## config.mk

```make
export PLATFORM = sky130hd
export DESIGN_NAME = rwms_sqrt
export DESIGN_NICKNAME = d
export VERILOG_FILES = /design/src/rtl/core/rwms_pkg.sv /design/src/rtl/core/rwms_sqrt.sv
export SDC_FILE = /design/constraint.sdc
export NUM_CORES = 1
export LEC_CHECK = 0
export ABC_AREA = 1
export BUFFER_PORTS_ARGS = -buffer_cell sky130_fd_sc_hd__buf_2
export CAP_MARGIN = 10
export CORE_MARGIN = 2
export CORE_UTILIZATION = 50
export CTS_BUF_LIST = sky130_fd_sc_hd__clkbuf_4 sky130_fd_sc_hd__clkbuf_8 sky130_fd_sc_hd__clkbuf_16
export CTS_CLUSTER_SIZE = 40
export DETAILED_ROUTE_END_ITERATION = 6
export GPL_ROUTABILITY_DRIVEN = 1
export PLACE_DENSITY = 0.81
export SLEW_MARGIN = 25
export SYNTH_ARGS = -nofsm -noshare
export SYNTH_HDL_FRONTEND = slang
export SYNTH_SLANG_ARGS = --single-unit
```

## constraint.sdc

```tcl
create_clock -name clock -period 5.74 [get_ports clock]
set_clock_uncertainty 0.1 [all_clocks]
set_input_delay 0.287 -clock clock [delete_from_list [all_inputs] [get_ports clock]]
set_output_delay 0.287 -clock clock [all_outputs]
set_load 0.05 [all_outputs]
```

## src/rtl/core/rwms_pkg.sv

```systemverilog
// Shared widths, constants and payload types of the rolling window mean/std block.
package rwms_pkg;

   // Field widths of the channels
   localparam int SAMPLE_W = 24;
   localparam int MEAN_W   = 24;
   localparam int STD_W    = 23;

   // Running state widths, sized for windows of up to 64 samples
   localparam int SUM_W    = 31;
   localparam int SQ_W     = 53;
   localparam int NUM_W    = 64;

   // Variance quotient and its root
   localparam int VAR_W    = 48;
   localparam int ROOT_W   = VAR_W / 2;

   // Mean quotient width and the bias that keeps its dividend positive
   localparam int MQ_W            = 32;
   localparam int MEAN_BIAS_SHIFT = 30;

   // Quotient bits retired per divider cycle
   localparam int DIGIT_W = 4;

   localparam int STD_MAX        = (1 << STD_W) - 1;
   localparam int WINDOW_DEFAULT = 60;

   typedef struct packed {
      logic signed [SAMPLE_W-1:0] sample;
   } req_payload_type;

   typedef struct packed {
      logic signed [MEAN_W-1:0] window_mean;
      logic [STD_W-1:0]         window_std;
   } rsp_payload_type;

endpackage

```

## src/rtl/core/rwms_sqrt.sv

```systemverilog
// Bit-serial floor square root, two radicand bits per cycle.
module rwms_sqrt (
   input  logic                         clock,
   input  logic                         reset,
   input  logic                         start,
   input  logic [rwms_pkg::VAR_W-1:0]   radicand,
   output logic                         busy,
   output logic [rwms_pkg::ROOT_W-1:0]  root
);
   import rwms_pkg::*;

   localparam int CNT_W = $clog2(ROOT_W + 1);

   logic [VAR_W-1:0]  rad_ff, rad_in;
   logic [ROOT_W:0]   rem_ff, rem_in;
   logic [ROOT_W-1:0] root_ff, root_in;
   logic [CNT_W-1:0]  cnt_ff, cnt_in;
   logic              busy_ff, busy_in;
   logic [ROOT_W+2:0] rem_shift;
   logic [ROOT_W+2:0] trial;
   logic              fits;

   // Bring down the next bit pair and try root*4+1 against it
   assign rem_shift = {rem_ff, rad_ff[VAR_W-1 -: 2]};
   assign trial     = {1'b0, root_ff, 2'b01};
   assign fits      = (rem_shift >= trial);

   always_comb begin
      rad_in  = rad_ff;
      rem_in  = rem_ff;
      root_in = root_ff;
      cnt_in  = cnt_ff;
      busy_in = busy_ff;
      if (start) begin
         rad_in  = radicand;
         rem_in  = '0;
         root_in = '0;
         cnt_in  = CNT_W'(ROOT_W);
         busy_in = 1'b1;
      end else if (busy_ff) begin
         rad_in  = {rad_ff[VAR_W-3:0], 2'b00};
         rem_in  = fits ? (ROOT_W + 1)'(rem_shift - trial) : rem_shift[ROOT_W:0];
         root_in = {root_ff[ROOT_W-2:0], fits};
         cnt_in  = cnt_ff - 1'b1;
         busy_in = (cnt_ff != CNT_W'(1));
      end
   end

   always_ff @(posedge clock) begin
      if (reset) begin
         cnt_ff  <= '0;
         busy_ff <= 1'b0;
      end else begin
         cnt_ff  <= cnt_in;
         busy_ff <= busy_in;
      end
   end

   always_ff @(posedge clock) begin
      rad_ff  <= rad_in;
      rem_ff  <= rem_in;
      root_ff <= root_in;
   end

   assign busy = busy_ff;
   assign root = root_ff;
endmodule

```

==> metrics.md <==
| Metric | Value |
|---|---|
| CP Launch Type | flip-flop |
| DRT iter0 DRCs | 260 |
| Reg clk slew, reported paths | 0.08 ns |
| Core Area | 0.0115 mm² |
| Site Rows | 39 |
| Slew headroom | 0.343 |
| CP bufs+invs | 2 |
| Critical path data required time | between 5 and 6 ns |
| CTS sink count | 103 |
| Antenna Cells | 0 |
| Failing checks | design-rule violations |
| Simple logic cell fraction of the synthesized area | 0.319 |
| Most frequent cell after synthesis | nand2_1 |
| Critical Path AT | 3.45 ns |
| Final nets | 967 |
| Min cycle time layout | 3.25 ns |
| Die area | between 0.01 and 0.015 mm² |
| Synth warn | 0 |
| Fin. max-slew vios | 0 |
| Post_cts resized | 0 |
| Routed Antenna Nets | 0 |
| DR vias/cell | 5.13 |
| XOR/XNOR Fraction of Synth Area | 0.0191 |
| Top FF cell, synth | dfxtp_1 |
| Synth area leader | edfxtp_1 |
| Drt first pass iters | 7 |
| Power Density | 549 mW/mm² |
| WL per Instance | 13.0 µm |
| Root buffer cell | clkbuf_16 |
| Top post-synthesis cells by area | edfxtp_1 24%, nand2_1 20%, dfxtp_1 18%, inv_1 6.9%, ha_1 5.9% |
| Seq cells post-synth | 103 |
| Crit end category | flip-flop |
| Final worst setup slack | 2.49 ns |
| First-pass GRT wire length | 22.8 mm |
| # DRC | 2 |
| CP Cell Sequence | inv_1 > nor2_2 > clkinv_1 > a21oi_1 > o21ai_0 > nand2_1 |
| Post-Synth Adder-Cell Area | 0.0588 |
| Largest family of logic cells by synthesized area | simple AND/OR/NAND/NOR gates |
| Starting Density | 0.518 |
| Total gr overflow | 0 |
| GRT Total Usage | 0.220 |
| Worst path max stage delay | a little over 0.9 ns |
| HPWL after DPL | 9.96 mm |
| Syn_area_per_cell | 7.24 µm² |
| Post-CTS Setup Bufs | 0 |
| Setup violations, final | 0 |
| Die Ht | 113 µm |
| TritonCTS clock tree | built |
| Number of synthesized flops with an enable pin | 48 |
| P_leak | 3.51 nW |
| CP max FO | 32 |
| Asr flop ratio synth | 0 |
| Top cells by count, synth | 324 x nand2_1, 109 x inv_1, 55 x dfxtp_1, 48 x edfxtp_1, 48 x nand3_1 |
| Total CTS buffers | 9 |
| Cells after synthesis | 823 |
| Layout cells sized above 1 | 0.138 |
| Largest net degree at the start of global routing | between 50 and 60 |
| Final core occ | 0.583 |
| Post-synthesis mux area share | 0 |
| Synth top area share | 0.242 |
| Vias | 5,313 |
| Sequential-to-total area share from yosys stat | 0.427 |
| Top Family by Delay on Critical Path | buffers and inverters |
| RSZ-0062 raised after global routing | false |
| Post-CTS Hold Buffers | 0 |
| TNS Setup | 0 ns |
| Status | finished, violations left |
| Post-place setup slack | 2.98 ns |
| Post-synthesis compound-gate area fraction | 0.0833 |
| CTS max path bufs | 2 |
| Antenna violations before repair | 0 |
| Die W | 113 µm |
| Final hold viol count | 0 |
| IO Count | 76 |
| Netlist cell types | 38 |
| Maximum clock rate | 308 MHz |
| Placer congestion estimate | a little over 0.9 |
| Period utilization | 0.566 |
| Layout area overhead | 12.7% |
| Vias in the first global route | 5,069 |
| Final WL | 13.5 mm |
| H-tree depth | 3 |
| Synth Net Count | roughly 900 |
| Clock Latency Late Sink | 0.36 ns |
| Least-Margin Pin Slew | slightly below 1 ns |
| Max_cap viols | 0 |
| Crit path max-delay cell type | clkinv_1 |
| Worst hold path class | in -> reg |
| I/O Buffers | 75 |
| Peak supply drop | 0.000428 V |
| Synth Cell Area | approximately 0.0060 mm² |
| Worst setup path category | reg -> reg |
where the power goes:
group | internal (W) | switching, W | total, W
Sequential | 0.000874 | 0.0000660 | 0.000940
Combinational | 0.000715 | 0.00139 | 0.00211
Clock | 0.000348 | 0.000295 | 0.000643
state kept, by name, summed over array words and instances, names as in the netlist:
register and count:
busy 1, rem_ff 25, cnt_ff 5, root 24
rad_ff 48
through the flow:
| step | total power (W) | hold WS, ns | cells | area (µm²) |
|---|---|---|---|---|
| 2_1_floorplan | 0.00269 | 0.256 | 823 | 5960 |
| 3_3_place_gp | 0.00299 | 0.351 | 1020 | 6410 |
| 3_5_place_dp | 0.00303 | 0.351 | 1020 | 6410 |
| 4_1_cts | 0.00368 | 0.000526 | 1036 | 6720 |
| 5_1_grt | 0.00404 | 0.0316 | 1036 | 6720 |
| 6_report | 0.00369 | 0.00141 | 1036 | 6720 |
cell families (layout without fill, tap and decap cells):
kind of cell | Yosys count | after routing
DFF | 103 | 103
xor gates and xnor gates | 13 | 13
and+or+nand+nor | 456 | 456
buffers and inverters | 138 | 208
adders and majority gates | 28 | 28
AOI/OAI and AO/OA | 85 | 85
layout make-up:
type                    instances  area (µm²)
clock inverters                 7        83.8
fillers                      1063        4800
clock buffers                   9         225
multi-input cells             582        2860
well taps                     143         179
flip-flops and latches        103        2540
inverters                     114         428
repair buffers                 78         398
layer usage:
layer | share of wire | track usage | vias to the layer above
met5 | 0 | 0 | -
met4 | 0.026 | 0.0862 | 0
met3 | 0.066 | 0.0525 | 26
met2 | 0.46 | 0.356 | 160
met1 | 0.45 | 0.286 | 2361
li1 | - | - | 2766
layout by cell type, fill, tap and decap left out, types with 2 or more instances in the layout:
master	count
o21ai_1	6
o21ai_0	12
a31oi_1	3
inv_1	108
o21bai_1	6
o31ai_1	2
nor3_1	2
xor2_1	5
inv_2	5
dfxtp_1	55
inv_8	2
nand2_2	7
nor2_4	2
a21oi_2	3
nor2_1	47
nand2_1	324
nor3_2	3
and2_1	2
inv_6	2
o22ai_1	23
ha_1	28
nand4_1	10
nand3_1	48
buf_2	75
o211ai_1	2
xnor2_1	8
or2_2	4
a21oi_1	27
nor2_2	3
edfxtp_1	48
buf_4	3
clkbuf_16	9
worst paths after layout:
check                                 from    endpoint  slack, ns  depth (start not counted)
worst max-delay path                  busy   rem_ff[2]       2.49                          6
worst min-delay path                 reset   cnt_ff[3]      0.001                          2
worst max register to register        busy   rem_ff[2]       2.49                          6
worst min register to register  rem_ff[23]  rem_ff[23]       0.36                          2
Power figures use the tool's default switching activity.
