==> src/rtl/core/rwms_div.sv <==
// Digit-serial restoring divider by a constant, DIGIT_W quotient bits per cycle.
module rwms_div #(
   parameter int DIVISOR = 60,
   parameter int QUOT_W  = 32,
   parameter int DIGIT_W = 4
) (
   input  logic                                  clock,
   input  logic                                  reset,
   input  logic                                  start,
   input  logic [QUOT_W+$clog2(DIVISOR+1)-1:0]   dividend,
   output logic                                  busy,
   output logic [QUOT_W-1:0]                     quotient
);
   localparam int DIV_W = $clog2(DIVISOR + 1);
   localparam int DVD_W = QUOT_W + DIV_W;
   localparam int STEPS = QUOT_W / DIGIT_W;
   localparam int CNT_W = $clog2(STEPS + 1);
   localparam logic [DIV_W:0] DIVISOR_X = (DIV_W + 1)'(DIVISOR);
   localparam logic [CNT_W-1:0] STEPS_X = CNT_W'(STEPS);

   logic [DIV_W-1:0]  rem_ff, rem_in, rem_step;
   logic [QUOT_W-1:0] shift_ff, shift_in, shift_step;
   logic [CNT_W-1:0]  cnt_ff, cnt_in;
   logic              busy_ff, busy_in;
   logic [DIV_W:0]    trial;
   logic              fits;

   // Retire one digit: shift dividend bits into the remainder, subtract where it fits
   always_comb begin
      rem_step   = rem_ff;
      shift_step = shift_ff;
      trial      = '0;
      fits       = 1'b0;
      for (int i = 0; i < DIGIT_W; i++) begin
         trial      = {rem_step, shift_step[QUOT_W-1]};
         fits       = (trial >= DIVISOR_X);
         rem_step   = fits ? DIV_W'(trial - DIVISOR_X) : trial[DIV_W-1:0];
         shift_step = {shift_step[QUOT_W-2:0], fits};
      end
   end

   // Load on start, advance while busy
   always_comb begin
      rem_in   = rem_ff;
      shift_in = shift_ff;
      cnt_in   = cnt_ff;
      busy_in  = busy_ff;
      if (start) begin
         rem_in   = dividend[DVD_W-1:QUOT_W];
         shift_in = dividend[QUOT_W-1:0];
         cnt_in   = STEPS_X;
         busy_in  = 1'b1;
      end else if (busy_ff) begin
         rem_in   = rem_step;
         shift_in = shift_step;
         cnt_in   = cnt_ff - 1'b1;
         busy_in  = (cnt_ff != CNT_W'(1));
      end
   end

   always_ff @(posedge clock) begin
      if (reset) begin
         cnt_ff  <= '0;
         busy_ff <= 1'b0;
      end else begin
         cnt_ff  <= cnt_in;
         busy_ff <= busy_in;
      end
   end

   always_ff @(posedge clock) begin
      rem_ff   <= rem_in;
      shift_ff <= shift_in;
   end

   assign busy     = busy_ff;
   assign quotient = shift_ff;
endmodule

==> config.mk <==
export PLATFORM = sky130hd
export DESIGN_NAME = rwms_div
export DESIGN_NICKNAME = d
export VERILOG_FILES = /design/src/rtl/core/rwms_div.sv
export SDC_FILE = /design/constraint.sdc
export NUM_CORES = 1
export LEC_CHECK = 0
export BUFFER_PORTS_ARGS = -buffer_cell sky130_fd_sc_hd__buf_2
export CORE_MARGIN = 2
export CORE_UTILIZATION = 24
export CTS_CLUSTER_SIZE = 40
export DETAILED_ROUTE_END_ITERATION = 10
export GPL_TIMING_DRIVEN = 1
export MAX_ROUTING_LAYER = met4
export SKIP_CTS_REPAIR_TIMING = 1
export SYNTH_ARGS = -nofsm -noshare
export SYNTH_HDL_FRONTEND = slang
export SYNTH_SLANG_ARGS = --single-unit
==> constraint.sdc <==
create_clock -name clock -period 3.6 [get_ports clock]
set_clock_uncertainty 0.1 [all_clocks]
set_input_delay 0.18 -clock clock [delete_from_list [all_inputs] [get_ports clock]]
set_output_delay 0.18 -clock clock [all_outputs]
set_load 0.1 [all_outputs]
==> impl_metrics.py, run 1 <==
metrics = {
    "power": {
        "combPwrFrac_pct": 52.8,
        "peakVddDrop_v": 0.000301,
        "p_sw_share_pct": 45.9,
        "finalPower_mw": 2.38,
        "power_frac_seq_pct": 30.5,
        "power.share.clock_pct": 16.7,
        "p_int_mw": 1.29,
        "powerDensity_nw_per_um2": 751,
        "leakagePower_nw": 1.28,
        "switchingPower_mw": 1.09,
    },
    "layout": {
        "nNetsFinal": 331,
        "final_area_um2": 3170,
        "multiInputGateArea_um2": 1180,
        "syn_to_final_growth_pct": 27.6,
        "antenna_cells": 0,
        "fillers": 1086,
        "drive_above_1_share_pct": 46.7,
        "layout_common_cells": "buf_2, edfxtp_1, mux2_2, nand2_1, nor2_1",
        "layout.cells.most_common": "buf_2",
        "regArea_um2": 1240,
        "final_cell_count_no_fill": 421,
    },
    "route": {
        "detail_route.wl_per_cell_um": 14.3,
        "ant_nets": 0,
        "num_vias": 1912,
        "drt_wl_total_um": 6020,
        "vias_per_cell": 4.54,
        "drcViolationCount": 0,
        "dr.pass1.iters": 4,
        "drt_iter0_drc": 132,
    },
    "clock_network": {
        "cts_tree": "done",
        "insertion_delay_ns": 0.30,
        "cts_buffers": 5,
        "cts.sinks": 43,
        "cts_root_buf": "clkbuf_8",
        "clk_pin_slew_ns": 0.09,
        "htree_levels": 2,
        "clockBufferDepth": 2,
    },
    "logic_synthesis": {
        "yosys_most_used_dff": "edfxtp_1",
        "synth_edf_count": 38,
        "synth_seq_cells": 43,
        "yosys.cell_types.count": 59,
        "synth_fp_nets": 248,
        "avgSynthCellArea_um2": 12.4,
        "syn_inst": 201,
        "yosysWarnings": 0,
        "netlist_area_um2": 2480,
        "async_flop_share_pct": 0,
        "ys_seq_area_share_pct": 49.9,
    },
    "status": {
        "status": "complete, no violations",
    },
    "timing": {
        "drv_slew": 0,
        "setup_viol": 0,
        "tightest_slew_ns": 0.911,
        "relSlewSlack_pct": 39.2,
        "hold_ws_ns": 0.0151,
        "fmaxAchievable_mhz": 299,
        "layout_setup_ws_ns": 0.258,
        "hold_viol_final": 0,
        "period_share_pct": 92.8,
        "layout_min_cycle_time_ns": 3.34,
    },
    "grt": {
        "antenna_found_initial": 0,
        "grt_pass1_vias": 1886,
        "grt_max_degree": 49,
        "grt_pass1_wl_um": 9520,
        "overflow": 0,
        "gr-usage-all-layers_pct": 10.9,
    },
    "worst_setup_path": {
        "cp_max_fo": 5,
        "required_ns": 3.55,
        "start_kind": "flip-flop",
        "cp_data_arrival_time_ns": 3.30,
        "worstSetupEndpointType": "flip-flop",
        "crit_type": "reg -> reg",
        "r2r_slack_ns": 0.26,
    },
    "die": {
        "row_count": 37,
        "die_x_um": 106,
        "initial_core_util_pct": 24.4,
        "floorplan.core_area_um2": 10200,
        "die_y_um": 106,
        "dieArea_um2": 11200,
        "ios": 74,
    },
    "place": {
        "portBuffers": 73,
        "placed_area_um2": 3020,
        "dp.final_hpwl_um": 4340,
        "place_ws_ns": 0.105,
        "placedCellCount": 408,
        "globalplace.congestion": 0.771,
    },
    "flow_run": {
        "maxCapViolCount": 0,
    },
    "hold_path": {
        "hold_class": "in -> reg",
    },
}
kinds of logic (layout without fill, tap and decap cells):
family,Yosys count,count (layout),synth area share [%]
compound gates,39,39,12.5
xor+xnor,5,5,1.76
mux,34,34,15.5
simple gates,60,60,14.7
fa+ha+maj,6,6,3.02
buf+inv,14,98,2.62
flops,43,43,49.9
final cells by class:
type	instances	share of cell area (%)
inverter	7	0.828
timing repair buffer	83	13.9
tap	136	5.36
clock buffer	5	2.17
multi-input combinational	144	37.2
sequential	43	39.1
clock inverter	3	1.46
metal layers:
| layer | GRT usage [%] | wire length, µm | vias up |
|---|---|---|---|
| met4 | 2.82 | 53 | 0 |
| met3 | 2.16 | 289 | 4 |
| met1 | 14.1 | 2700 | 908 |
| met2 | 17.7 | 2980 | 60 |
| li1 | - | - | 940 |
| met5 | - | 0 | - |
state kept, by name (all words and copies together), names as in the netlist:
name / cells
cnt_ff: 4
rem_ff: 6
quotient: 32
busy: 1
worst max-delay path, stage by stage, from the launching register on:
cell and delay [ns]:
edfxtp_1 0.46, ha_1 0.36, and4b_1 0.21, a31oi_1 0.19, a21o_1 0.18, nand3_1 0.08, o21ai_0 0.09, ha_1 0.28
nand2b_1 0.15, nor4_1 0.22, a32oi_2 0.22, nand4_2 0.20, nor4b_4 0.06, a221o_1 0.28
Yosys cell counts (all sizes together) (3+ instances only):
cell type,count,area [µm²]
mux2,32,364
and2,5,31.3
nand3,5,25.0
xnor2,3,26.3
a21oi,6,30.0
o21ai,6,30.0
nor2,11,41.3
edfxtp,38,1140
nor3,6,35.0
nand2,12,45.0
a21o,4,30.0
buf,6,35.0
nor3b,3,33.8
ha,6,75.1
dfxtp,5,100
inv,7,26.3
through the flow:
step	utilization, %	setup TNS (ns)
global placement	29.6	0
detailed placement	29.6	0
CTS	30.8	0
global route	31.1	-0.00504
finish	31.1	0
floorplan	-	0
power by group through the flow:
stage / Sequential, mW / Clock, mW / Combinational (mW)
after floorplan: 1.08 / 0 / 0.638
after global placement: 0.734 / 0 / 1.20
after detailed placement: 0.738 / 0 / 1.21
after CTS: 0.728 / 0.407 / 1.22
after global routing: 0.739 / 0.427 / 1.35
final: 0.727 / 0.397 / 1.26
worst paths after layout:
path,from,endpoint,depth (start not counted)
max,rem_ff[1],rem_ff[5],13
min,reset,cnt_ff[3],2
max reg2reg,rem_ff[1],rem_ff[5],13
min reg2reg,cnt_ff[1],cnt_ff[1],2
No activity file was read; power rests on OpenSTA's default activity.
==> inputs of run 2 (changes only) <==
--- a/config.mk
+++ b/config.mk
@@ -6,12 +6,15 @@
 export NUM_CORES = 1
 export LEC_CHECK = 0
 export BUFFER_PORTS_ARGS = -buffer_cell sky130_fd_sc_hd__buf_2
+export CELL_PAD_IN_SITES_DETAIL_PLACEMENT = 0
+export CELL_PAD_IN_SITES_GLOBAL_PLACEMENT = 1
 export CORE_MARGIN = 2
 export CORE_UTILIZATION = 24
 export CTS_CLUSTER_SIZE = 40
 export DETAILED_ROUTE_END_ITERATION = 10
 export GPL_TIMING_DRIVEN = 1
 export MAX_ROUTING_LAYER = met4
+export PLACE_DENSITY_LB_ADDON = 0.1
 export SKIP_CTS_REPAIR_TIMING = 1
 export SYNTH_ARGS = -nofsm -noshare
 export SYNTH_HDL_FRONTEND = slang
==> run 2 against run 1 <==
Design area down 0.91%. Largest power group unchanged. Die area stayed put. Combinational power about the same. Utilization shrank 0.28 points.
==> impl_metrics.py, run 2 (synthesis results as in run 1) <==
metrics = {
    "worst_setup_path": {
        "cpPeakStageDelay_ns": 0.40,
        "crit_start": "rem_ff[1]",
        "crit_cells": 13,
        "cp_max_fo": 5,
        "cpMaxStageDelayCell": "edfxtp_1",
        "crit_family": "compound AO/OA/AOI/OAI gates",
        "cpMostUsedCell": "ha_1",
        "worstSetupEndpointType": "flip-flop",
        "start_kind": "flip-flop",
        "crit_end": "rem_ff[5]",
        "rr_worst_depth": 13,
        "path_buf_inv": 0,
        "required_ns": 3.55,
        "crit_path_cell_trace": "ha_1 > and4b_1 > a31oi_2 > a21o_1 > nand3_1 > o21ai_0 > ha_1 > nand2b_1 > nor4_1 > a32oi_2 > nand4_2 > nor4b_4 > a221o_1",
        "r2r-start": "rem_ff[1]",
        "cp_data_arrival_time_ns": 3.29,
        "rr_endpoint": "rem_ff[5]",
        "r2r_slack_ns": 0.26,
        "crit_type": "reg -> reg",
    },
    "timing": {
        "period_share_pct": 92.8,
        "setup_tns_ns": 0,
        "rsz0062_at_grt": "false",
        "setup_viol": 0,
        "tightest_slew_ns": 0.941,
        "layout_min_cycle_time_ns": 3.34,
        "relSlewSlack_pct": 37.2,
        "drv_slew": 0,
        "layout_setup_ws_ns": 0.261,
        "fmaxAchievable_mhz": 299,
        "hold_viol_final": 0,
    },
    "layout": {
        "layout.cells.most_common": "buf_2",
        "largest_reg_flops": 32,
        "antenna_cells": 0,
        "nNetsFinal": 328,
        "post-route-util_pct": 30.9,
        "drive_above_1_share_pct": 45.9,
        "layout_common_cells": "buf_2, edfxtp_1, mux2_2, nand2_1, nor2_1",
        "syn_to_final_growth_pct": 26.5,
    },
    "place": {
        "globalplace.congestion": 0.723,
        "dp.final_hpwl_um": 4570,
        "portBuffers": 73,
        "place_ws_ns": 0.140,
    },
    "clock_network": {
        "htree_levels": 2,
        "cts_root_buf": "clkbuf_8",
        "clockBufferDepth": 2,
        "clk_pin_slew_ns": 0.08,
        "insertion_delay_ns": 0.29,
        "cts.sinks": 43,
        "cts_buffers": 5,
        "cts_tree": "done",
    },
    "grt": {
        "antenna_found_initial": 0,
        "grt_max_degree": 39,
        "grt_pass1_wl_um": 9890,
        "gr-usage-all-layers_pct": 11.7,
        "overflow": 0,
        "grt_pass1_vias": 1903,
    },
    "die": {
        "initial_core_util_pct": 24.4,
        "row_count": 37,
        "die_x_um": 106,
        "ios": 74,
        "floorplan.core_area_um2": 10200,
        "die_y_um": 106,
        "dieArea_um2": 11200,
    },
    "route": {
        "drt_iter0_drc": 58,
        "ant_nets": 0,
        "drcViolationCount": 0,
        "vias_per_cell": 4.52,
        "num_vias": 1883,
        "dr.pass1.iters": 4,
        "drt_wl_total_um": 6290,
        "detail_route.wl_per_cell_um": 15.1,
    },
    "power": {
        "leakagePower_nw": 1.26,
        "peakVddDrop_v": 0.000278,
        "powerDensity_nw_per_um2": 745,
    },
    "status": {
        "status": "complete, no violations",
    },
    "hold_path": {
        "hold_class": "in -> reg",
    },
    "flow_run": {
        "maxCapViolCount": 0,
    },
}
[run 2: through the flow]
step / total power [mW] / cells / hold slack (ns) / instance area, µm²
final: 2.34 / 417 / 0.00481 / 3140
after global routing: 2.49 / 417 / 0.0195 / 3140
after CTS: 2.37 / 417 / -0.00234 / 3140
after detailed placement: 1.98 / 410 / 0.330 / 3030
after global placement: 2.00 / 410 / 0.322 / 3030
after floorplan: 1.72 / 201 / 0.149 / 2480
[run 2: cell type report]
cell class,count,area [µm²]
multi-input combinational,144,1180
inverter,7,26.3
tap,136,170
timing repair buffer,80,418
sequential,43,1240
clock buffer,6,72.6
clock inverter,1,30.0
fill,1095,7040
[run 2: how the worst min path moves through the flow]
stage,from,endpoint,slack [ns],depth (start not counted)
global placement,reset,cnt_ff[3],0.32,2
detailed placement,reset,busy,0.33,2
global route,reset,cnt_ff[3],0.02,2
floorplan,reset,cnt_ff[3],0.15,1
finish,reset,cnt_ff[3],0.005,2
CTS,reset,cnt_ff[3],-0.002,2
[run 2: where the power goes]
| group | internal (mW) | leakage [nW] | switching (mW) |
|---|---|---|---|
| clock network | 0.204 | 0.0513 | 0.169 |
| registers | 0.649 | 0.423 | 0.0745 |
| logic | 0.411 | 0.787 | 0.835 |
| total | 1.26 | 1.26 | 1.08 |
[run 2: metal layers]
metal	vias up	global-route usage [%]	share of wire [%]
li1	935	-	-
met1	903	14.4	47
met2	37	19.3	48
met3	8	2.47	3.8
met4	0	3.95	1.2
met5	-	-	0
==> inputs of run 3 (changes only) <==
--- a/config.mk
+++ b/config.mk
@@ -9,7 +9,7 @@
 export CELL_PAD_IN_SITES_DETAIL_PLACEMENT = 0
 export CELL_PAD_IN_SITES_GLOBAL_PLACEMENT = 1
 export CORE_MARGIN = 2
-export CORE_UTILIZATION = 24
+export CORE_UTILIZATION = 43
 export CTS_CLUSTER_SIZE = 40
 export DETAILED_ROUTE_END_ITERATION = 10
 export GPL_TIMING_DRIVEN = 1
==> constraint.sdc (replaced) <==
create_clock -name clock -period 4 [get_ports clock]
set_clock_uncertainty 0.1 [all_clocks]
set_input_delay 0.2 -clock clock [delete_from_list [all_inputs] [get_ports clock]]
set_output_delay 0.2 -clock clock [all_outputs]
set_load 0.1 [all_outputs]
==> run 3 against run 2 <==
Critical path depth did not move. Routed wire length fell by 14%. Register-to-register slack improved by 0.21 ns. Critical endpoint unchanged. Clock power fell by 27%. Clock-buffer cell count did not move. Largest cell class unchanged. Fmax fell by 5.4%. Global-route usage rose by 5.9 points. Cell count fell by 17%.
==> impl_metrics.py, run 3 (synthesis results as in run 1) <==
metrics = {
    "worst_setup_path": {
        "crit_path_cell_trace": "ha_1 > and4b_1 > a31oi_1 > a21o_1 > nand3_1 > o21ai_0 > ha_1 > nand2b_1 > nor4_1 > a32oi_2 > nand4_2 > nor4b_4 > a221o_1",
        "worstSetupEndpointType": "flip-flop",
        "required_ns": 3.94,
        "cp_data_arrival_time_ns": 3.47,
        "path_buf_inv": 0,
        "r2r-start": "rem_ff[1]",
        "cp_max_fo": 8,
        "r2r_slack_ns": 0.47,
        "crit_cells": 13,
        "crit_family": "compound AO/OA/AOI/OAI gates",
        "cpMaxStageDelayCell": "edfxtp_1",
        "cpMostUsedCell": "ha_1",
        "rr_endpoint": "rem_ff[5]",
        "cpPeakStageDelay_ns": 0.51,
        "rr_worst_depth": 13,
        "start_kind": "flip-flop",
        "crit_type": "reg -> reg",
    },
    "layout": {
        "antenna_cells": 0,
        "layout.cells.most_common": "buf_2",
        "nNetsFinal": 322,
        "largest_reg_flops": 32,
        "syn_to_final_growth_pct": 20.5,
        "post-route-util_pct": 54.0,
        "drive_above_1_share_pct": 44.6,
        "final_cell_count_no_fill": 348,
        "layout_common_cells": "buf_2, edfxtp_1, mux2_2, nand2_1, nor2_1",
        "final_area_um2": 2990,
    },
    "route": {
        "detail_route.wl_per_cell_um": 15.6,
        "ant_nets": 0,
        "drt_wl_total_um": 5420,
        "dr.pass1.iters": 4,
        "num_vias": 1908,
        "vias_per_cell": 5.48,
        "drt_iter0_drc": 125,
        "drcViolationCount": 0,
    },
    "clock_network": {
        "cts_buffers": 5,
        "cts_root_buf": "clkbuf_8",
        "cts.sinks": 43,
        "clk_pin_slew_ns": 0.08,
        "htree_levels": 2,
        "clockBufferDepth": 2,
        "insertion_delay_ns": 0.29,
        "cts_tree": "done",
    },
    "grt": {
        "grt_max_degree": 49,
        "overflow": 0,
        "gr-usage-all-layers_pct": 17.7,
        "grt_pass1_wl_um": 8490,
        "antenna_found_initial": 0,
        "grt_pass1_vias": 1788,
    },
    "place": {
        "placedCellCount": 340,
        "place_ws_ns": 0.487,
        "dp.final_hpwl_um": 3920,
        "globalplace.congestion": 0.758,
        "portBuffers": 73,
        "placed_area_um2": 2910,
    },
    "die": {
        "dieArea_um2": 6400,
        "row_count": 27,
        "die_y_um": 80.0,
        "initial_core_util_pct": 44.9,
        "floorplan.core_area_um2": 5540,
        "ios": 74,
        "die_x_um": 80.0,
    },
    "hold_path": {
        "hold_end": "cnt_ff[3]",
        "min_path_cells": 2,
        "worstHoldStart": "reset",
        "hold_class": "in -> reg",
    },
    "timing": {
        "setup_viol": 0,
        "layout_min_cycle_time_ns": 3.53,
        "hold_ws_ns": 0.0267,
        "period_share_pct": 88.2,
        "setup_tns_ns": 0,
        "layout_setup_ws_ns": 0.472,
        "tightest_slew_ns": 0.890,
        "hold_viol_final": 0,
        "relSlewSlack_pct": 40.7,
        "drv_slew": 0,
        "rsz0062_at_grt": "false",
        "fmaxAchievable_mhz": 283,
    },
    "power": {
        "power_frac_seq_pct": 32.8,
        "switchingPower_mw": 0.944,
        "p_int_mw": 1.05,
        "p_sw_share_pct": 47.3,
        "combPwrFrac_pct": 53.6,
        "leakagePower_nw": 1.22,
        "finalPower_mw": 2.00,
        "peakVddDrop_v": 0.000495,
        "powerDensity_nw_per_um2": 667,
        "power.share.clock_pct": 13.6,
    },
    "flow_run": {
        "maxCapViolCount": 0,
    },
    "status": {
        "status": "complete, no violations",
    },
}
==> run 3: cell count changes in the layout (fill, tap and decap cells not counted), sizes merged <==
cell	delta
buf	-6
bufinv	-1
clkinv	+1
clkinvlp	+1
==> run 3: worst max path at each step <==
| stage | slack [ns] | end | from |
|---|---|---|---|
| floorplan | 0.46 | rem_ff[5] | quotient[31] |
| global placement | 0.61 | rem_ff[5] | rem_ff[1] |
| detailed placement | 0.49 | rem_ff[5] | rem_ff[1] |
| CTS | 0.49 | rem_ff[5] | rem_ff[1] |
| global route | 0.27 | rem_ff[5] | rem_ff[1] |
| finish | 0.47 | rem_ff[5] | rem_ff[1] |
==> run 3: power by group through the flow <==
stage | Sequential, mW | Combinational [mW] | Clock [mW]
detailed placement | 0.662 | 1.06 | 0
finish | 0.655 | 1.07 | 0.272
floorplan | 0.970 | 0.574 | 0
global route | 0.670 | 1.14 | 0.299
CTS | 0.654 | 1.07 | 0.278
global placement | 0.664 | 1.06 | 0
==> run 3: per-layer routing <==
layer | global-route usage, % | share of wire [%]
met1 | 22.5 | 44
met2 | 27.8 | 49
met3 | 4.98 | 6.3
met4 | 4.75 | 1.3
met5 | - | 0
==> run 3: layout make-up <==
type	instances	area [µm²]
Tap cell	72	90.1
Fill cell	529	2550
Sequential cell	43	1240
Multi-Input combinational cell	144	1180
Timing Repair Buffer	74	373
Clock inverter	2	12.5
Inverter	7	26.3
Clock buffer	6	72.6
==> run 3: worst reg2reg max path, delay by kind of cell (launching register included) <==
family,cells,cell delay [ns]
DFF,1,0.51
and+or+nand+nor,6,0.94
adders and majority gates,2,0.66
AOI/OAI and AO/OA,5,1.06
